$ cat src/sv/bba_pkg.sv
`default_nettype none
package bba_pkg;

	localparam int HEAP_LOG2      = 16;
	localparam int MIN_BLOCK_LOG2 = 4;
	localparam int HEADER_BYTES   = 32;

	localparam int UNIT_W      = HEAP_LOG2 - MIN_BLOCK_LOG2;
	localparam int ORDER_CAP   = 26;
	localparam int TOP_ORDER   = (UNIT_W < ORDER_CAP) ? UNIT_W : ORDER_CAP;
	localparam int ORDER_COUNT = TOP_ORDER + 1;
	localparam int HIDX_W      = $clog2(ORDER_COUNT);
	localparam int ORD_W       = 5;
	localparam int META_W      = ORD_W + 1;

	localparam logic [31:0] BASE_RESET = 32'h0060_0000;
	localparam logic        KIND_ALLOC = 1'b0;
	localparam logic        KIND_FREE  = 1'b1;

	typedef logic [UNIT_W-1:0] unit_t;
	typedef logic [ORD_W-1:0]  ord_t;

	typedef struct packed {
		ord_t order;
		logic free;
	} meta_t;

	// memory requests from the sequencer to the unit tables
	typedef struct packed {
		logic  meta_we;
		unit_t meta_wa;
		meta_t meta_wd;
		unit_t meta_ra;
		logic  next_we;
		unit_t next_wa;
		unit_t next_wd;
		logic  prev_we;
		unit_t prev_wa;
		unit_t prev_wd;
		unit_t link_ra;
	} mem_req_t;

	typedef enum logic [4:0] {
		ST_INIT,
		ST_IDLE,
		ST_A_CHECK,
		ST_A_SEARCH,
		ST_A_RDLINK,
		ST_A_UNLINK,
		ST_A_SPLIT,
		ST_F_CHECK,
		ST_F_META,
		ST_F_BUDDY,
		ST_F_BCHK,
		ST_F_UNLINK,
		ST_F_MERGE,
		ST_P_READ,
		ST_P_WR1,
		ST_P_WR2,
		ST_FIN
	} state_t;

	// number of significant bits of v: smallest order whose block covers it
	function automatic ord_t bit_len(input unit_t v);
		ord_t r;
		r = '0;
		for (int i = 0; i < UNIT_W; i++) begin
			if (v[i]) begin
				r = ORD_W'(i + 1);
			end
		end
		return r;
	endfunction

endpackage
`default_nettype wire

$ cat src/sv/bba_seq.sv
`default_nettype none
module bba_seq import bba_pkg::*; (
	input  wire logic        clk,
	input  wire logic        arst_n,
	input  wire logic        start,
	input  wire logic        kind,
	input  wire logic [31:0] size,
	input  wire logic [31:0] addr,
	input  wire logic [31:0] base,
	input  wire meta_t       rd_meta,
	input  wire unit_t       rd_next,
	input  wire unit_t       rd_prev,
	input  wire logic        res_take,
	output mem_req_t         mreq,
	output logic             idle,
	output logic             done,
	output logic             res_ok,
	output logic [31:0]      res_addr
);

	state_t state_q, state_d;

	logic              kind_q;
	logic [31:0]       size_q;
	logic [31:0]       addr_q;
	ord_t              o_q;
	ord_t              need_q;
	unit_t             u_q;
	unit_t             b_q;
	unit_t             t_q;
	logic              ok_q;
	logic [31:0]       gaddr_q;
	logic              head_valid_q [ORDER_COUNT];
	unit_t             head_unit_q  [ORDER_COUNT];

	logic [HIDX_W-1:0] hi;
	logic              hv;
	unit_t             hu;
	unit_t             bit_o;
	unit_t             buddy;
	ord_t              o_dec;
	unit_t             split_b;
	unit_t             merged_u;
	ord_t              o_inc;
	logic [32:0]       real_sz;
	logic [32:0]       real_m1;
	logic              too_big;
	ord_t              need;
	logic [31:0]       off;
	logic              off_bad;
	unit_t             off_u;
	unit_t             amask;
	logic              meta_bad;
	logic [31:0]       grant;

	logic              head_we;
	logic [HIDX_W-1:0] head_wi;
	logic              head_wv;
	unit_t             head_wu;

	// shared helpers
	assign hi       = o_q[HIDX_W-1:0];
	assign hv       = head_valid_q[hi];
	assign hu       = head_unit_q[hi];
	assign bit_o    = unit_t'(1) << o_q;
	assign buddy    = u_q ^ bit_o;
	assign o_dec    = o_q - ORD_W'(1);
	assign split_b  = u_q ^ (unit_t'(1) << o_dec);
	assign merged_u = u_q & ~bit_o;
	assign o_inc    = o_q + ORD_W'(1);
	assign real_sz  = {1'b0, size_q} + 33'(HEADER_BYTES);
	assign real_m1  = real_sz - 33'd1;
	assign too_big  = real_sz > (33'd1 << HEAP_LOG2);
	assign need     = bit_len(real_m1[HEAP_LOG2-1:MIN_BLOCK_LOG2]);
	assign off      = addr_q - base - 32'(HEADER_BYTES);
	assign off_bad  = ((off >> HEAP_LOG2) != 32'd0) || (off[MIN_BLOCK_LOG2-1:0] != '0);
	assign off_u    = off[HEAP_LOG2-1:MIN_BLOCK_LOG2];
	assign amask    = (unit_t'(1) << rd_meta.order) - unit_t'(1);
	assign meta_bad = rd_meta.free || (rd_meta.order > ORD_W'(TOP_ORDER))
		|| ((u_q & amask) != '0);
	assign grant    = base + (32'(u_q) << MIN_BLOCK_LOG2) + 32'(HEADER_BYTES);

	assign idle     = (state_q == ST_IDLE);
	assign done     = (state_q == ST_FIN);
	assign res_ok   = ok_q;
	assign res_addr = gaddr_q;

	// next state
	always_comb begin
		state_d = state_q;
		unique case (state_q)
			ST_INIT:     state_d = ST_IDLE;
			ST_IDLE:     if (start) begin
				state_d = (kind == KIND_FREE) ? ST_F_CHECK : ST_A_CHECK;
			end
			ST_A_CHECK:  state_d = (size_q == 32'd0 || too_big
				|| need > ORD_W'(TOP_ORDER)) ? ST_FIN : ST_A_SEARCH;
			ST_A_SEARCH: begin
				if (o_q > ORD_W'(TOP_ORDER)) begin
					state_d = ST_FIN;
				end else if (hv) begin
					state_d = ST_A_RDLINK;
				end
			end
			ST_A_RDLINK: state_d = ST_A_UNLINK;
			ST_A_UNLINK: state_d = ST_A_SPLIT;
			ST_A_SPLIT:  if (o_q <= need_q) begin
				state_d = ST_FIN;
			end
			ST_F_CHECK:  state_d = (addr_q == 32'd0 || off_bad) ? ST_FIN : ST_F_META;
			ST_F_META:   state_d = meta_bad ? ST_FIN : ST_F_BUDDY;
			ST_F_BUDDY:  state_d = (o_q < ORD_W'(TOP_ORDER)) ? ST_F_BCHK : ST_P_READ;
			ST_F_BCHK:   state_d = (rd_meta.order == o_q && rd_meta.free)
				? ST_F_UNLINK : ST_P_READ;
			ST_F_UNLINK: state_d = ST_F_MERGE;
			ST_F_MERGE:  state_d = ST_F_BUDDY;
			ST_P_READ:   state_d = hv ? ST_P_WR1 : ST_FIN;
			ST_P_WR1:    state_d = ST_P_WR2;
			ST_P_WR2:    state_d = ST_FIN;
			ST_FIN:      if (res_take) begin
				state_d = ST_IDLE;
			end
			default:     state_d = ST_IDLE;
		endcase
	end

	// memory and list-head requests
	always_comb begin
		mreq    = '0;
		head_we = 1'b0;
		head_wi = hi;
		head_wv = 1'b1;
		head_wu = u_q;
		unique case (state_q)
			ST_INIT: begin
				mreq.meta_we = 1'b1;
				mreq.meta_wa = '0;
				mreq.meta_wd = '{order: ORD_W'(TOP_ORDER), free: 1'b1};
				mreq.next_we = 1'b1;
				mreq.next_wa = '0;
				mreq.next_wd = '0;
				mreq.prev_we = 1'b1;
				mreq.prev_wa = '0;
				mreq.prev_wd = '0;
			end
			ST_A_RDLINK: mreq.link_ra = u_q;
			ST_A_UNLINK: begin
				head_we = 1'b1;
				if (rd_next == u_q) begin
					head_wv = 1'b0;
				end else begin
					head_wu      = rd_next;
					mreq.next_we = 1'b1;
					mreq.next_wa = rd_prev;
					mreq.next_wd = rd_next;
					mreq.prev_we = 1'b1;
					mreq.prev_wa = rd_next;
					mreq.prev_wd = rd_prev;
				end
			end
			ST_A_SPLIT: begin
				mreq.meta_we = 1'b1;
				if (o_q > need_q) begin
					// upper half goes onto the empty list one order down
					mreq.meta_wa = split_b;
					mreq.meta_wd = '{order: o_dec, free: 1'b1};
					mreq.next_we = 1'b1;
					mreq.next_wa = split_b;
					mreq.next_wd = split_b;
					mreq.prev_we = 1'b1;
					mreq.prev_wa = split_b;
					mreq.prev_wd = split_b;
					head_we      = 1'b1;
					head_wi      = o_dec[HIDX_W-1:0];
					head_wu      = split_b;
				end else begin
					mreq.meta_wa = u_q;
					mreq.meta_wd = '{order: o_q, free: 1'b0};
				end
			end
			ST_F_CHECK:  mreq.meta_ra = off_u;
			ST_F_META: begin
				mreq.meta_we = !meta_bad;
				mreq.meta_wa = u_q;
				mreq.meta_wd = '{order: rd_meta.order, free: 1'b1};
			end
			ST_F_BUDDY:  mreq.meta_ra = buddy;
			ST_F_BCHK:   mreq.link_ra = b_q;
			ST_F_UNLINK: begin
				if (hv && hu == b_q && rd_next == b_q) begin
					head_we = 1'b1;
					head_wv = 1'b0;
				end else begin
					head_we      = hv && hu == b_q;
					head_wu      = rd_next;
					mreq.next_we = 1'b1;
					mreq.next_wa = rd_prev;
					mreq.next_wd = rd_next;
					mreq.prev_we = 1'b1;
					mreq.prev_wa = rd_next;
					mreq.prev_wd = rd_prev;
				end
			end
			ST_F_MERGE: begin
				mreq.meta_we = 1'b1;
				mreq.meta_wa = merged_u;
				mreq.meta_wd = '{order: o_inc, free: 1'b1};
			end
			ST_P_READ: begin
				mreq.link_ra = hu;
				if (!hv) begin
					mreq.next_we = 1'b1;
					mreq.next_wa = u_q;
					mreq.next_wd = u_q;
					mreq.prev_we = 1'b1;
					mreq.prev_wa = u_q;
					mreq.prev_wd = u_q;
					head_we      = 1'b1;
				end
			end
			ST_P_WR1: begin
				mreq.next_we = 1'b1;
				mreq.next_wa = u_q;
				mreq.next_wd = hu;
				mreq.prev_we = 1'b1;
				mreq.prev_wa = u_q;
				mreq.prev_wd = rd_prev;
			end
			ST_P_WR2: begin
				mreq.next_we = 1'b1;
				mreq.next_wa = t_q;
				mreq.next_wd = u_q;
				mreq.prev_we = 1'b1;
				mreq.prev_wa = hu;
				mreq.prev_wd = u_q;
				head_we      = 1'b1;
			end
			default: begin
			end
		endcase
	end

	// state and list heads
	always_ff @(posedge clk or negedge arst_n) begin
		if (!arst_n) begin
			state_q <= ST_INIT;
			for (int i = 0; i < ORDER_COUNT; i++) begin
				head_valid_q[i] <= (i == TOP_ORDER);
				head_unit_q[i]  <= '0;
			end
		end else begin
			state_q <= state_d;
			if (head_we) begin
				head_valid_q[head_wi] <= head_wv;
				head_unit_q[head_wi]  <= head_wu;
			end
		end
	end

	// working registers
	always_ff @(posedge clk) begin
		unique case (state_q)
			ST_IDLE: begin
				kind_q  <= kind;
				size_q  <= size;
				addr_q  <= addr;
				ok_q    <= 1'b0;
				gaddr_q <= '0;
			end
			ST_A_CHECK: begin
				need_q <= need;
				o_q    <= need;
			end
			ST_A_SEARCH: begin
				u_q <= hu;
				if (!hv) begin
					o_q <= o_inc;
				end
			end
			ST_A_SPLIT: begin
				if (o_q > need_q) begin
					o_q <= o_dec;
				end else begin
					ok_q    <= 1'b1;
					gaddr_q <= grant;
				end
			end
			ST_F_CHECK: begin
				u_q  <= off_u;
				ok_q <= (addr_q == 32'd0);
			end
			ST_F_META:  o_q <= rd_meta.order;
			ST_F_BUDDY: b_q <= buddy;
			ST_F_MERGE: begin
				u_q <= merged_u;
				o_q <= o_inc;
			end
			ST_P_READ:  ok_q <= !hv;
			ST_P_WR1:   t_q <= rd_prev;
			ST_P_WR2:   ok_q <= 1'b1;
			default: begin
			end
		endcase
	end

	// a split never goes below the order that was asked for
	assert property (@(posedge clk) disable iff (!arst_n)
		(state_q == ST_A_SPLIT) |-> (o_q >= need_q))
		else $error("split below needed order");

	// merging stops at the top order
	assert property (@(posedge clk) disable iff (!arst_n)
		(state_q == ST_F_BUDDY) |-> (o_q <= ORD_W'(TOP_ORDER)))
		else $error("merge past top order");

	// a finished free never reports an address
	assert property (@(posedge clk) disable iff (!arst_n)
		(state_q == ST_FIN && kind_q == KIND_FREE) |-> (gaddr_q == 32'd0))
		else $error("free with nonzero address");

	// a result is held until it is taken
	assert property (@(posedge clk) disable iff (!arst_n)
		(state_q == ST_FIN && !res_take) |=> (state_q == ST_FIN))
		else $error("result dropped");

endmodule
`default_nettype wire

$ cat config.mk
export PLATFORM = sky130hd
export DESIGN_NAME = bba_seq
export DESIGN_NICKNAME = d
export VERILOG_FILES = /design/src/sv/bba_pkg.sv /design/src/sv/bba_seq.sv
export SDC_FILE = /design/constraint.sdc
export NUM_CORES = 1
export LEC_CHECK = 0
export ABC_AREA = 1
export BUFFER_PORTS_ARGS = -buffer_cell sky130_fd_sc_hd__buf_2
export CAP_MARGIN = 20
export CELL_PAD_IN_SITES_DETAIL_PLACEMENT = 0
export CELL_PAD_IN_SITES_GLOBAL_PLACEMENT = 2
export CORE_UTILIZATION = 31
export DETAILED_ROUTE_END_ITERATION = 8
export PLACE_DENSITY = 0.91
export SETUP_SLACK_MARGIN = 0.2
export SLEW_MARGIN = 30
export SYNTH_ARGS = -nofsm -noshare
export SYNTH_HDL_FRONTEND = slang
export SYNTH_SLANG_ARGS = --single-unit
$ cat constraint.sdc
create_clock -name clk -period 5.1 [get_ports clk]
set_input_delay 1.02 -clock clk [delete_from_list [all_inputs] [get_ports clk]]
set_output_delay 1.02 -clock clk [all_outputs]
set_load 0.005 [all_outputs]
==> results.txt <==
Status - finished clean
Pre-CTS WS - 0.359 ns
Cell area power density - 567 nW/um^2
Layout cells sized above 1 - 13.9%
Sequential share of the synthesized area - 38.0%
Initial antenna violation count - 8
Root buffer cell - clkbuf_16
Achievable Freq - 0.205 GHz
Yosys warns - 0
Crit start category - primary input
Post-route ant nets - 0
Crit path capture type - primary output
Core Area - 72000 um^2
Number of remaining DRC errors - 0
Die Area - 74200 um^2
FF-to-FF path depth - 16
Final core utilization - 37.0%
Most common cell in the netlist - nand2_1
R2r startpoint - o_q[0]
Distinct cell type count after synthesis - 54
Placed instance count - 4383
Cell Area, Synth - 22700 um^2
Initial drt markers - 2012
Largest net degree at the start of global routing - 86
H-tree depth - 2
Grt ovf - 0
Max Slew Vio Count - 0
Setup TNS - 0 ns
Fin Clk Skew - 0.0469 ns
Worst-path clk slew - 0.06 ns
Final Hold Viols - 0
Max-Cap Viols - 0
Slew headroom - 27.6%
Static leakage - 13.5 nW
EDFF count, synth - 142
Num CTS Buffers - 41
Routed vias - 22.3k
Worst R2R End - head_unit_q[117]
Syn Nets - 3478
Synth async-reset ratio - 55.1%
Non-filler instance count after layout - 4474
Boundary Pins - 259
Area share of the leading cell type in the synthesized netlist - 19.2%
Min Hold Slack - 0.477 ns
# clock sinks - 316
IO Port Bufs - 258
Die X - 272 um
Peak VDD IR - 0.372 mV
Measured slew at the worst slew-check pin - 1.06 ns
Critical path destination - mreq[73]
Vias per inst - 4.98
WL per Instance - 19.5 um
RSZ-0062 raised after global routing - false
Critical Path Fanout Max - 5
Skew-Pair Late Insertion Delay - 0.61 ns
Area growth syn-to-layout - 17.6%
Setup ws final - 0.220 ns
Main area contributors after synthesis - nand2_1, dfrtp_1, edfxtp_1
GRT Resource Usage Total - 23.2%
Syn Area/Cell - 7.01 um^2
Final WL - 87400 um
Final #Nets - 3732
Crit path launch - base[6]
Hold Crit Class - reg -> reg
Hold path cells - 2
WP data required - 4.08 ns
Kind of critical path - in -> out
FF+latch count, synth - 316
Starting density of the core - 31.5%
GPL Wtd Cong - 0.967
Global-route wire length before repair - 131000 um
Hpwl dp - 65900 um
Cells after Synth - 3233
Cell Rows - 98
Hold-fix buffers at CTS - 0
Post-route clock period utilization - 95.7%
Die height - 272 um
Main flop type after synthesis - dfrtp_1
Vias in the first global route - 21.5k
Area leader, netlist - nand2_1
R2r setup slk - 1.14 ns
Worst endpoint data arrival time - 3.86 ns
Tmin final - 4.88 ns
CTS tree - built
Hold path startpoint - head_unit_q[119]
Drt pass-1 iters - 7
Synth cell count leaders - nand2_1, inv_1, nor2_1
CTS max path bufs - 3
Final setup violation count - 0
==> worst min path at each step <==
stage | slack [ns] | endpoint
floorplan | 0.44 | head_unit_q[124]
finish | 0.48 | head_unit_q[119]
detailed placement | 0.47 | head_unit_q[88]
global placement | 0.46 | head_unit_q[80]
global route | 0.49 | head_unit_q[120]
CTS | 0.48 | head_unit_q[126]
==> metrics by stage <==
step	power [W]	cell area, um^2
after floorplan	0.00910	22700
after global routing	0.0162	26700
after detailed placement	0.0118	25000
after CTS	0.0150	26500
final	0.0151	26700
after global placement	0.0117	25000
==> timing repair <==
item                       CTS  global route
cloned                       1             3
resized for setup            6            20
setup endpoints to repair   28            44
pin swaps                    2             3
setup buffers                6             1
==> worst max-delay path, cell delays in order <==
cell and delay (ns):
buf_2 0.12, ha_1 0.28, inv_1 0.04, ha_1 0.36, a21oi_1 0.30, o21ai_0 0.14, nand2_1 0.09, nand3_1 0.18
nand2_1 0.11, nand2_1 0.15, o21ai_0 0.43, o21ai_0 0.39, buf_2 0.24
==> placed cells by master (no fill, tap or decap), drive strengths merged, types with 18 or more instances in the layout <==
master / n
dfrtp: 173
nor2: 296
nand3: 264
nand2: 1173
o21ai: 136
edfxtp: 142
inv: 441
clkinv: 18
ha: 112
nand4: 45
a21oi: 122
xor2: 50
nor3: 41
buf: 319
clkbuf: 51
==> registers in the layout (all words and copies together), names as in the netlist <==
register and cells:
head_unit_q 156, addr_q 32, res_addr 32, size_q 32
head_valid_q 13, b_q 12, t_q 12, u_q 12
o_q 5, state_q 5, need_q 4, res_ok 1
==> power by group <==
| group | switching (W) | leakage (nW) | internal, W | total (W) |
|---|---|---|---|---|
| Sequential | 0.000584 | 3.13 | 0.00376 | 0.00434 |
| Combinational | 0.00529 | 9.70 | 0.00241 | 0.00770 |
| Clock | 0.00129 | 0.694 | 0.00177 | 0.00307 |
==> routing by layer <==
layer	GRT usage, %	wire length (um)
met1	30.0	37500
met5	0	13
met2	38.3	41000
met4	8.94	3160
met3	4.11	5670
==> kinds of logic (layout without fill, tap and decap cells) <==
group / Yosys count / in the layout / synth area share [%]
buffers and inverters: 551 / 837 / 10.2
and+or+nand+nor: 1853 / 1853 / 34.5
DFF: 316 / 316 / 38.0
other: 0 / 5 / 0
AOI/OAI and AO/OA: 342 / 342 / 8.77
xor gates and xnor gates: 57 / 57 / 2.20
adders and majority gates: 114 / 114 / 6.36
==> layout make-up <==
| type | count | area, um^2 |
|---|---|---|
| clock buffer | 49 | 1110 |
| fill | 7706 | 45300 |
| clock inverter | 26 | 287 |
| sequential | 316 | 8620 |
| inverter | 439 | 1670 |
| tap | 950 | 1190 |
| timing repair inverter | 1 | 8.76 |
| timing repair buffer | 322 | 1950 |
| multi-input combinational | 2366 | 11800 |
| antenna | 5 | 12.5 |
No activity file was read; power rests on OpenSTA's default activity.
